===== src/sv/bezier_curve_flattener_unit_assert.svh =====
// Assertion macros shared by the flattener RTL.
`ifndef BEZIER_CURVE_FLATTENER_UNIT_ASSERT_SVH
`define BEZIER_CURVE_FLATTENER_UNIT_ASSERT_SVH

// Same-cycle implication, checked outside reset.
`define BCF_ASSERT_NOW(lbl, ante, cons, msg) \
  lbl: assert property (@(posedge clk) disable iff (rst) (ante) |-> (cons)) else $error(msg);

// Next-cycle implication, checked outside reset.
`define BCF_ASSERT_NEXT(lbl, ante, cons, msg) \
  lbl: assert property (@(posedge clk) disable iff (rst) (ante) |=> (cons)) else $error(msg);

`endif


===== src/sv/bcf_pkg.sv =====
`timescale 1ns / 1ps
`default_nettype none
package bcf_pkg;
  localparam int PT_W        = 32;
  localparam int STEPS_W     = 7;
  localparam int STEPS_RESET = 16;
  localparam int COEF_W      = 40;
  localparam int QUOT_W      = 32;
endpackage
`default_nettype wire


===== src/sv/bcf_if.sv =====
`timescale 1ns / 1ps
`default_nettype none
interface bcf_seg_if import bcf_pkg::*; ();
  logic                   valid;
  logic                   ready;
  logic                   is_cubic;
  logic signed [PT_W-1:0] start_x;
  logic signed [PT_W-1:0] start_y;
  logic signed [PT_W-1:0] ctrl1_x;
  logic signed [PT_W-1:0] ctrl1_y;
  logic signed [PT_W-1:0] ctrl2_x;
  logic signed [PT_W-1:0] ctrl2_y;
  logic signed [PT_W-1:0] end_x;
  logic signed [PT_W-1:0] end_y;
  modport src (output valid, is_cubic, start_x, start_y, ctrl1_x, ctrl1_y,
               ctrl2_x, ctrl2_y, end_x, end_y, input ready);
  modport snk (input valid, is_cubic, start_x, start_y, ctrl1_x, ctrl1_y,
               ctrl2_x, ctrl2_y, end_x, end_y, output ready);
endinterface

interface bcf_pt_if import bcf_pkg::*; ();
  logic                   valid;
  logic                   ready;
  logic signed [PT_W-1:0] point_x;
  logic signed [PT_W-1:0] point_y;
  logic                   last_point;
  modport src (output valid, point_x, point_y, last_point, input ready);
  modport snk (input valid, point_x, point_y, last_point, output ready);
endinterface

interface bcf_cfg_if import bcf_pkg::*; ();
  logic               valid;
  logic               ready;
  logic [STEPS_W-1:0] data;
  modport src (output valid, data, input ready);
  modport snk (input valid, data, output ready);
endinterface
`default_nettype wire


===== src/sv/bezier_curve_flattener_unit.sv =====
// Bezier segment flattener.
// The seg channel takes one cubic or quadratic segment per request (start,
// controls, end in signed Q16.16). The pt channel returns n points for it,
// n being curve_steps clamped to 1 .. MAX_STEPS: the curve at t = i/n for
// i = 1 .. n-1, then the exact end point with last_point set.
// The cfg channel writes curve_steps; it is always ready and must only be
// written while the block is idle.
// Setup runs on one shared multiply-add unit that builds the forward
// differences for x and y. Each inner point then advances the differences
// once and makes two passes through a shared restoring divider (x, then y);
// the divider sets the cost of each inner point.
// seg.ready is high only while no segment is in work. Results leave through
// an output register; when the receiver stalls the sequencer waits with the
// next point until the register frees, and nothing is dropped.
// Reset (rst, synchronous) sets curve_steps to 16 and empties the block.
`timescale 1ns / 1ps
`default_nettype none
`include "bezier_curve_flattener_unit_assert.svh"
module bezier_curve_flattener_unit import bcf_pkg::*; #(
  parameter int MAX_STEPS = 64
) (
  input wire logic clk,
  input wire logic rst,
  bcf_cfg_if.snk   cfg,
  bcf_seg_if.snk   seg,
  bcf_pt_if.src    pt
);
  // Widths that follow from the largest step count.
  localparam int SW  = $clog2(MAX_STEPS + 1);
  localparam int DNW = 3 * SW;
  localparam int NW  = 34 + 3 * SW;
  localparam int DW  = NW + 1;
  localparam int RW  = 3 * SW + 1;
  localparam int FW  = SW + 2;
  localparam int CNT_W = $clog2(QUOT_W);

  typedef enum logic [2:0] {
    S_IDLE, S_SETUP, S_ADV, S_DLOAD, S_DIV, S_EMIT, S_END
  } state_t;

  state_t                 state;
  logic [STEPS_W-1:0]     steps;
  logic [SW-1:0]          n_cur;
  logic                   cubic;
  logic [DNW-1:0]         den;
  logic signed [PT_W-1:0] px [4];
  logic signed [PT_W-1:0] py [4];
  logic [NW-1:0]          dx [4];
  logic [NW-1:0]          dy [4];
  logic [NW-1:0]          tmp;
  logic [2:0]             sstep;
  logic                   axis;
  logic [SW-1:0]          idx;
  logic                   div_y;
  logic                   neg;
  logic [CNT_W-1:0]       div_cnt;
  logic [RW-1:0]          rem;
  logic [QUOT_W-1:0]      qr;
  logic [PT_W-1:0]        rx;
  logic                   pt_valid;
  logic [PT_W-1:0]        pt_x;
  logic [PT_W-1:0]        pt_y;
  logic                   pt_last;

  // Configuration register, always able to take a write.
  assign cfg.ready = 1'b1;
  always_ff @(posedge clk) begin
    if (rst) begin
      steps <= STEPS_W'(STEPS_RESET);
    end else if (cfg.valid) begin
      steps <= cfg.data;
    end
  end

  // Effective step count: zero acts as one, large values clamp.
  logic [SW-1:0] n_eff;
  always_comb begin
    if (steps == '0) begin
      n_eff = SW'(1);
    end else if (int'(steps) > MAX_STEPS) begin
      n_eff = SW'(MAX_STEPS);
    end else begin
      n_eff = SW'(steps);
    end
  end

  // Polynomial coefficients of the selected axis.
  logic signed [COEF_W-1:0] p0, p1, p2, p3, d10, c0, c1, c2, c3, c3x6;
  always_comb begin
    p0   = COEF_W'(axis ? py[0] : px[0]);
    p1   = COEF_W'(axis ? py[1] : px[1]);
    p2   = COEF_W'(axis ? py[2] : px[2]);
    p3   = COEF_W'(axis ? py[3] : px[3]);
    d10  = p1 - p0;
    c0   = p0;
    c1   = cubic ? (d10 <<< 1) + d10 : (d10 <<< 1);
    c2   = cubic ? ((p0 - (p1 <<< 1) + p2) <<< 1) + (p0 - (p1 <<< 1) + p2)
                 : p0 - (p1 <<< 1) + p3;
    c3   = cubic ? p3 - (p2 <<< 1) - p2 + (p1 <<< 1) + p1 - p0 : '0;
    c3x6 = (c3 <<< 2) + (c3 <<< 1);
  end

  // Shared multiply-add unit: r = a * f + b, kept modulo 2^NW.
  logic signed [NW-1:0]   mac_a;
  logic [FW-1:0]          mac_f;
  logic [NW-1:0]          mac_b;
  logic signed [NW+FW:0]  prod;
  logic [NW-1:0]          mac_r;
  always_comb begin
    mac_a = $signed(tmp);
    mac_f = FW'(n_cur);
    mac_b = '0;
    case (sstep)
      3'd0: begin
        mac_a = NW'(c0);
      end
      3'd2: begin
        mac_f = cubic ? FW'(n_cur) : FW'(1);
      end
      3'd3: begin
        mac_a = NW'(c1);
        mac_b = NW'(c2);
      end
      3'd4: begin
        mac_f = cubic ? FW'(n_cur) : FW'(1);
        mac_b = NW'(c3);
      end
      3'd5: begin
        mac_a = NW'(c2);
        mac_f = cubic ? FW'({n_cur, 1'b0}) : FW'(2);
        mac_b = NW'(c3x6);
      end
      default: begin
      end
    endcase
    prod  = mac_a * $signed({1'b0, mac_f});
    mac_r = prod[NW-1:0] + mac_b;
  end

  // Divider front end: floor((2N + den) / 2den) via one's complement.
  logic [NW-1:0]      num;
  logic signed [DW-1:0] n2;
  logic [DW-1:0]      u;
  logic [RW:0]        tr;
  logic [RW:0]        d2;
  logic               ge;
  logic [QUOT_W-1:0]  q_next;
  logic [PT_W-1:0]    q_res;
  always_comb begin
    num    = div_y ? dy[0] : dx[0];
    n2     = $signed({num, 1'b0}) + $signed(DW'(den));
    u      = n2[DW-1] ? ~n2 : n2;
    tr     = {rem, qr[QUOT_W-1]};
    d2     = (RW+1)'({den, 1'b0});
    ge     = (tr >= d2);
    q_next = {qr[QUOT_W-2:0], ge};
    q_res  = neg ? ~q_next : q_next;
  end

  logic slot_free;
  assign slot_free = !pt_valid || pt.ready;

  // A point is loaded into the output register this cycle.
  logic pt_load;
  assign pt_load = slot_free && (state inside {S_EMIT, S_END});

  assign seg.ready     = (state == S_IDLE);
  assign pt.valid      = pt_valid;
  assign pt.point_x    = pt_x;
  assign pt.point_y    = pt_y;
  assign pt.last_point = pt_last;

  always_ff @(posedge clk) begin
    if (rst) begin
      state    <= S_IDLE;
      pt_valid <= 1'b0;
      sstep    <= '0;
      axis     <= 1'b0;
      idx      <= '0;
      div_y    <= 1'b0;
      div_cnt  <= '0;
    end else begin
      if (pt_load) begin
        pt_valid <= 1'b1;
      end else if (pt.ready) begin
        pt_valid <= 1'b0;
      end
      case (state)
        S_IDLE: begin
          if (seg.valid) begin
            cubic <= seg.is_cubic;
            n_cur <= n_eff;
            den   <= DNW'(n_eff) * DNW'(n_eff);
            px[0] <= seg.start_x;
            py[0] <= seg.start_y;
            px[1] <= seg.ctrl1_x;
            py[1] <= seg.ctrl1_y;
            px[2] <= seg.ctrl2_x;
            py[2] <= seg.ctrl2_y;
            px[3] <= seg.end_x;
            py[3] <= seg.end_y;
            sstep <= '0;
            axis  <= 1'b0;
            state <= S_SETUP;
          end
        end
        S_SETUP: begin
          if (sstep == 3'd0 && !axis && cubic) begin
            den <= den * DNW'(n_cur);
          end
          case (sstep)
            3'd2: begin
              if (axis) dy[0] <= mac_r; else dx[0] <= mac_r;
            end
            3'd4: begin
              if (axis) dy[1] <= mac_r; else dx[1] <= mac_r;
            end
            3'd5: begin
              if (axis) begin
                dy[2] <= mac_r;
                dy[3] <= NW'(c3x6);
              end else begin
                dx[2] <= mac_r;
                dx[3] <= NW'(c3x6);
              end
            end
            default: begin
              tmp <= mac_r;
            end
          endcase
          if (sstep == 3'd5) begin
            sstep <= '0;
            axis  <= 1'b1;
            if (axis) begin
              idx   <= SW'(1);
              state <= (n_cur == SW'(1)) ? S_END : S_ADV;
            end
          end else begin
            sstep <= sstep + 3'd1;
          end
        end
        S_ADV: begin
          dx[0] <= dx[0] + dx[1];
          dx[1] <= dx[1] + dx[2];
          dx[2] <= dx[2] + dx[3];
          dy[0] <= dy[0] + dy[1];
          dy[1] <= dy[1] + dy[2];
          dy[2] <= dy[2] + dy[3];
          div_y <= 1'b0;
          state <= S_DLOAD;
        end
        S_DLOAD: begin
          neg     <= n2[DW-1];
          rem     <= u[QUOT_W +: RW];
          qr      <= u[QUOT_W-1:0];
          div_cnt <= '0;
          state   <= S_DIV;
        end
        S_DIV: begin
          rem     <= ge ? RW'(tr - d2) : RW'(tr);
          qr      <= q_next;
          div_cnt <= div_cnt + CNT_W'(1);
          if (div_cnt == CNT_W'(QUOT_W - 1)) begin
            if (div_y) begin
              state <= S_EMIT;
            end else begin
              rx    <= q_res;
              div_y <= 1'b1;
              state <= S_DLOAD;
            end
          end
        end
        S_EMIT: begin
          // qr holds the y quotient, neg its sign.
          if (slot_free) begin
            pt_x     <= rx;
            pt_y     <= neg ? ~qr : qr;
            pt_last  <= 1'b0;
            idx      <= idx + SW'(1);
            state    <= (idx == n_cur - SW'(1)) ? S_END : S_ADV;
          end
        end
        S_END: begin
          if (slot_free) begin
            pt_x     <= px[3];
            pt_y     <= py[3];
            pt_last  <= 1'b1;
            state    <= S_IDLE;
          end
        end
        default: begin
          state <= S_IDLE;
        end
      endcase
    end
  end

  `BCF_ASSERT_NEXT(a_busy_after_req, seg.valid && seg.ready, !seg.ready, "ready after request")
  `BCF_ASSERT_NEXT(a_end_loaded, state == S_END && slot_free, pt.valid && pt.last_point, "end point lost")
  `BCF_ASSERT_NOW(a_idx_range, state == S_ADV, idx != '0 && idx < n_cur, "point index out of range")

endmodule
`default_nettype wire

===== src/flat_wrapper.sv =====
// flat-port wrapper written by rule: the top's interface ports become plain ports
module bezier_curve_flattener_unit_flat import bcf_pkg::*;
#(
  parameter int MAX_STEPS = 64
)
  (clk, rst, cfg_valid, cfg_data, cfg_ready, seg_valid, seg_is_cubic, seg_start_x, seg_start_y, seg_ctrl1_x, seg_ctrl1_y, seg_ctrl2_x, seg_ctrl2_y, seg_end_x, seg_end_y, seg_ready, pt_valid, pt_point_x, pt_point_y, pt_last_point, pt_ready);
  bcf_cfg_if cfg_i ();
  bcf_seg_if seg_i ();
  bcf_pt_if pt_i ();
  input wire logic clk;
  input wire logic rst;
  input wire logic [$bits(cfg_i.valid)-1:0] cfg_valid;
  input wire logic [$bits(cfg_i.data)-1:0] cfg_data;
  output wire logic [$bits(cfg_i.ready)-1:0] cfg_ready;
  input wire logic [$bits(seg_i.valid)-1:0] seg_valid;
  input wire logic [$bits(seg_i.is_cubic)-1:0] seg_is_cubic;
  input wire logic [$bits(seg_i.start_x)-1:0] seg_start_x;
  input wire logic [$bits(seg_i.start_y)-1:0] seg_start_y;
  input wire logic [$bits(seg_i.ctrl1_x)-1:0] seg_ctrl1_x;
  input wire logic [$bits(seg_i.ctrl1_y)-1:0] seg_ctrl1_y;
  input wire logic [$bits(seg_i.ctrl2_x)-1:0] seg_ctrl2_x;
  input wire logic [$bits(seg_i.ctrl2_y)-1:0] seg_ctrl2_y;
  input wire logic [$bits(seg_i.end_x)-1:0] seg_end_x;
  input wire logic [$bits(seg_i.end_y)-1:0] seg_end_y;
  output wire logic [$bits(seg_i.ready)-1:0] seg_ready;
  output wire logic [$bits(pt_i.valid)-1:0] pt_valid;
  output wire logic [$bits(pt_i.point_x)-1:0] pt_point_x;
  output wire logic [$bits(pt_i.point_y)-1:0] pt_point_y;
  output wire logic [$bits(pt_i.last_point)-1:0] pt_last_point;
  input wire logic [$bits(pt_i.ready)-1:0] pt_ready;
  assign cfg_i.valid = cfg_valid;
  assign cfg_i.data = cfg_data;
  assign cfg_ready = cfg_i.ready;
  assign seg_i.valid = seg_valid;
  assign seg_i.is_cubic = seg_is_cubic;
  assign seg_i.start_x = seg_start_x;
  assign seg_i.start_y = seg_start_y;
  assign seg_i.ctrl1_x = seg_ctrl1_x;
  assign seg_i.ctrl1_y = seg_ctrl1_y;
  assign seg_i.ctrl2_x = seg_ctrl2_x;
  assign seg_i.ctrl2_y = seg_ctrl2_y;
  assign seg_i.end_x = seg_end_x;
  assign seg_i.end_y = seg_end_y;
  assign seg_ready = seg_i.ready;
  assign pt_valid = pt_i.valid;
  assign pt_point_x = pt_i.point_x;
  assign pt_point_y = pt_i.point_y;
  assign pt_last_point = pt_i.last_point;
  assign pt_i.ready = pt_ready;
  bezier_curve_flattener_unit #(.MAX_STEPS(MAX_STEPS)) u_core (.clk(clk), .rst(rst), .cfg(cfg_i), .seg(seg_i), .pt(pt_i));
endmodule

===== config.mk =====
export PLATFORM = sky130hd
export DESIGN_NAME = bezier_curve_flattener_unit_flat
export DESIGN_NICKNAME = d
export VERILOG_FILES = /design/src/sv/bcf_pkg.sv /design/src/sv/bcf_if.sv /design/src/sv/bezier_curve_flattener_unit.sv /design/src/flat_wrapper.sv
export VERILOG_INCLUDE_DIRS = /design/src /design/src/sv
export SDC_FILE = /design/constraint.sdc
export NUM_CORES = 2
export LEC_CHECK = 0
export ABC_AREA = 1
export BUFFER_PORTS_ARGS = -buffer_cell sky130_fd_sc_hd__buf_4
export CORE_MARGIN = 3
export CORE_UTILIZATION = 53
export CTS_CLUSTER_DIAMETER = 50
export DETAILED_ROUTE_END_ITERATION = 6
export PLACE_DENSITY = 0.7
export SYNTH_ARGS = -nofsm -noshare
export SYNTH_HDL_FRONTEND = slang
export SYNTH_SLANG_ARGS = --single-unit
export TNS_END_PERCENT = 1

===== constraint.sdc =====
create_clock -name clk -period 62.4 [get_ports clk]
set_input_delay 3.12 -clock clk [delete_from_list [all_inputs] [get_ports clk]]
set_output_delay 3.12 -clock clk [all_outputs]
set_load 0.1 [all_outputs]

# Word-level counts from Yosys, hierarchy flattened
# Memories as Yosys holds them, arrays and structs flattened.
# Cells that the tools add are included.
[op_classes]
magnitude_cmp = 2
n_addsub = 25
n_bitwise = 12
reduce_logical = 31
eq_ne = 20
n_mul = 3
shift = 0
n_div = 0
muxes = 103
[ops]
columns = ["op", "count"]
rows = [
  ["55-bit two-way mux", 9],
  ["55-bit adder", 7],
  ["55-bit case mux with 3 select lines", 2],
  ["40-bit adder", 7],
  ["40-bit two-way mux", 7],
  ["40-bit subtractor", 5],
  ["32-bit two-way mux", 6],
  ["32-bit case mux with 2 select lines", 3],
  ["55-bit OR reduction", 2],
  ["32-bit inverter", 2],
  ["56-bit by 22-bit adder with 56-bit output", 1],
  ["55-bit by 10-bit multiplier with 55-bit output", 1],
  ["54-bit two-way mux", 1],
  ["54-bit inverter", 1],
  ["22-bit case mux with 2 select lines", 1],
  ["1-bit two-way mux", 42],
  ["21-bit two-way mux", 2],
  ["7-bit two-way mux", 6],
  ["21-bit case mux with 2 select lines", 1],
  ["3-bit two-way mux", 11],
  ["23-bit by 22-bit greater-or-equal comparator with 1-bit output", 1],
  ["22-bit two-way mux", 1],
  ["22-bit subtractor", 1],
  ["21-bit by 7-bit multiplier with 21-bit output", 1],
  ["36 further kinds", 75],
]
[word_totals]
mem_bits_rw = 696
in_bits = 269
latch_bits = 0
romBits = 0
n_memories = 4
elab_cells = 219
reg_bits = 264
out_inout_bits = 68
[mem_list]
columns = ["name", "words", "word_bits", "rd", "rd_clocked_by_memory_dff", "write_ports", "line_no", "rtl"]
rows = [
  ["u_core.dx", 4, 55, 4, 0, 3, "bezier_curve_flattener_unit.sv:48", "logic [NW-1:0] dx [4];"],
  ["u_core.dy", 4, 55, 4, 0, 3, "bezier_curve_flattener_unit.sv:49", "logic [NW-1:0] dy [4];"],
  ["u_core.px", 4, 32, 4, 0, 4, "bezier_curve_flattener_unit.sv:46", "logic signed [PT_W-1:0] px [4];"],
  ["u_core.py", 4, 32, 4, 0, 4, "bezier_curve_flattener_unit.sv:47", "logic signed [PT_W-1:0] py [4];"],
]

# Logic depth before layout (Yosys ltp)
# An unclocked memory read counts as a cell.
[logic_depth]
depth_word = 13
ltp_mapped = 76
ltp_nobuf = 73

# Least setup slack after synthesis
# OpenSTA, ideal clock, no wires.
[synth_timing]
path_type = "input to register"
startpoint = "in rst"
endpoint = "mem u_core.px[0][0] (enable)"
t_required_ns = 61.214
slack_ns = 40.430
arrival_time_ns = 20.784
cell_stages = 3
path_cell_list = "clkbuf_1 > clkbuf_1 > nor3_1"
[synth_lines]
columns = ["element", "line_no", "rtl"]
rows = [
  ["start, declared", "flat_wrapper.sv:11", "input wire logic rst;"],
  ["end, declared", "bezier_curve_flattener_unit.sv:46", ""],
]

==> metrics.md <==
| Metric | Value |
|---|---|
| Final GP Congestion | `1.01` |
| Fmax | `0.0682 GHz` |
| Hold_buf cts | `0` |
| Ratio of cells with drive above 1 in the final layout | `0.0770` |
| Vias/cell | `5.78` |
| Initial antenna violation count | `11` |
| Clock Tree Root | `clkbuf_16` |
| CP Class | `flop to flop` |
| Unrepaired setup endpoints after global routing | `no` |
| Avg Inst Size Synth | `8.24 um^2` |
| Status | `complete, but fails checks` |
| Clk_skew | `0.0931 ns` |
| Post-cts sizing count | `0` |
| Biggest area consumer among synthesized cells | `edfxtp_1` |
| Num CTS Buffers | `121` |
| # Max-Cap Violations | `0` |
| Least-Margin Pin Slew | `1.30 ns` |
| CP Max Fanout | `67` |
| Die height | `420 um` |
| I/O Pins | `337` |
| DR WL/cell | `21.4 um` |
| Sequential area share after synthesis | `0.303` |
| Total gr overflow | `0` |
| CP Data Required Time | `62.91 ns` |
| Worst-path clk slew | `0.07 ns` |
| Vias in the first global route | `77800` |
| Setup bufs post-CTS | `0` |
| Worst-skew pair later-pin latency | `0.80 ns` |
| Post-synth top area share | `0.297` |
| Most frequent cells in the layout | `2266 x nand2_1, 1664 x inv_1, 940 x a21oi_1` |
| Num rows | `151` |
| Setup TNS | `0 ns` |
| Synth area leaders | `edfxtp_1 30%, fa_1 13%, ha_1 11%` |
| Max Slew Vio Count | `0` |
| Core area | `170000 um^2` |
| First-iteration detailed-routing DRC count | `6983` |
| Initial DRT Pass Iterations | `7` |
| CP endpoint kind | `flop` |
| Slowest stage delay, CP | `0.94 ns` |
| Routed Antenna Nets | `0` |
| Synth Register Bits | `928` |
| Clock H-tree levels | `3` |
| Crit path arrival time | `15.16 ns` |
| Synth Flop Type | `edfxtp_1` |
| Worst hold path type | `flop to flop` |
| Final setup vio count | `0` |
| First-pass GRT wire length | `447000 um` |
| Startpoint types | `flop` |
| CP max stage cell | `nor3_1` |
| Synthesis-to-layout area growth | `10.3%` |
| Via Count | `79000` |
| Violated checks | `DRC` |
| CTS tree | `yes` |
| Ys Warns | `0` |
| Detailed Route WL | `293000 um` |
| Post-synth cell types | `76` |
| Die Width | `420 um` |
| Clock sinks | `928` |
| Largest net degree at the start of global routing | `188` |
| Total GRT Usage | `0.328` |
| Final worst path period share | `0.235` |
| I/O Buffers | `335` |
| CP most frequent cell | `nand2_1` |
| Headroom to the max-slew limit | `0.126` |
| Synthesized instance count | `11000` |
| Die area | `177000 um^2` |
| Most common cell after layout, fill and taps aside | `nand2_1` |
| Initial core utilization | `0.535` |
| Synth async-reset ratio | `0` |
| Detailed-route DRC error count | `5` |
| Hold Vio Cnt, Final | `0` |
| Number of synthesized flops with an enable pin | `900` |
| Mapped cell area | `91000 um^2` |
| Nets | `13000` |
| Min cycle time layout | `14.65 ns` |
| Bufs on Longest Clock Path | `3` |
| Hpwl dp | `238000 um` |
==> synthesized netlist by cell type (97+ instances only) <==
cell type  instances
nor3_1            97
o21ai_0          846
a31oi_1          108
xor2_1           315
ha_1             828
xnor2_1          273
fa_1             581
inv_1           1668
nand3_1          218
a21oi_1          942
or2_2            119
nor2_1           875
edfxtp_1         900
nand2_1         2268
clkbuf_1         231
==> flip-flops by register name, indices dropped and copies added (netlist names), 3 cells and up <==
name	count
u_core.dx	204
u_core.dy	204
u_core.px	128
u_core.py	128
u_core.tmp	55
u_core.pt.point_x	32
u_core.pt.point_y	32
u_core.qr	32
u_core.rx	32
u_core.rem	22
u_core.den	21
u_core.idx	7
u_core.n_cur	7
u_core.steps	7
u_core.div_cnt	5
u_core.sstep	3
u_core.state	3
==> worst max-delay path, delay by kind of cell (launching register included) <==
kind / cells / cell delay [ns]
compound gates: 20 / 4.16
xor+xnor: 3 / 0.68
fa+ha+maj: 10 / 4.40
buf+inv: 9 / 1.26
flops: 1 / 0.71
simple gates: 17 / 3.09
==> cell type report <==
cell class	instances	area [um^2]
Antenna cell	5	12.5
Clock buffer	140	3180
Clock inverter	90	1030
Fill cell	14900	69700
Inverter	1688	6340
Multi-Input combinational cell	8168	56300
Sequential cell	928	27600
Tap cell	2218	2780
Timing Repair Buffer	417	3160
==> logic make-up after synthesis <==
group | share of synthesized area
AOI/OAI and AO/OA | 0.147
xor gates and xnor gates | 0.0566
adders and majority gates | 0.242
buffers and inverters | 0.0808
DFF | 0.303
muxes | 0.00330
other | 0.0000826
and+or+nand+nor | 0.167
==> routing by layer <==
metal	track usage	part of all wire	routed length, um
met5	0	0.000044	13
met4	0.165	0.057	16500
met3	0.0594	0.078	22900
met2	0.530	0.45	133000
met1	0.424	0.41	120000
==> per-stage QoR <==
| stage | worst slack, ns | utilization | instances | hold slack, ns | instance area, um^2 |
|---|---|---|---|---|---|
| after CTS | 48.13 | 0.590 | 13600 | 0.477 | 100000 |
| after detailed placement | 48.20 | 0.565 | 13400 | 0.469 | 96100 |
| after global placement | 48.35 | 0.565 | 13400 | 0.455 | 96100 |
| final | 47.75 | 0.590 | 13700 | 0.474 | 100000 |
| after global routing | 46.90 | 0.590 | 13700 | 0.511 | 100000 |
| after floorplan | 40.43 | - | 11000 | 0.437 | 91000 |
==> path summary, 6_finish.rpt <==
kind | startpoint | end | cells after the start | slack [ns]
hold reg to reg | u_core.div_cnt[4]$_SDFFE_PP0N_ | u_core.div_cnt[4]$_SDFFE_PP0N_ | 2 | 0.47
hold / removal | u_core.div_cnt[4]$_SDFFE_PP0N_ | u_core.div_cnt[4]$_SDFFE_PP0N_ | 2 | 0.47
setup reg to reg | u_core.axis$_SDFFE_PP0P_ | u_core.dx[0][161]$_DFFE_PP_ | 59 | 47.75
setup / recovery | u_core.axis$_SDFFE_PP0P_ | u_core.dx[0][161]$_DFFE_PP_ | 59 | 47.75
Power is left out: the tool's default activity adds up to more than one toggle a clock period on the data nets, which glitch-free logic cannot reach.
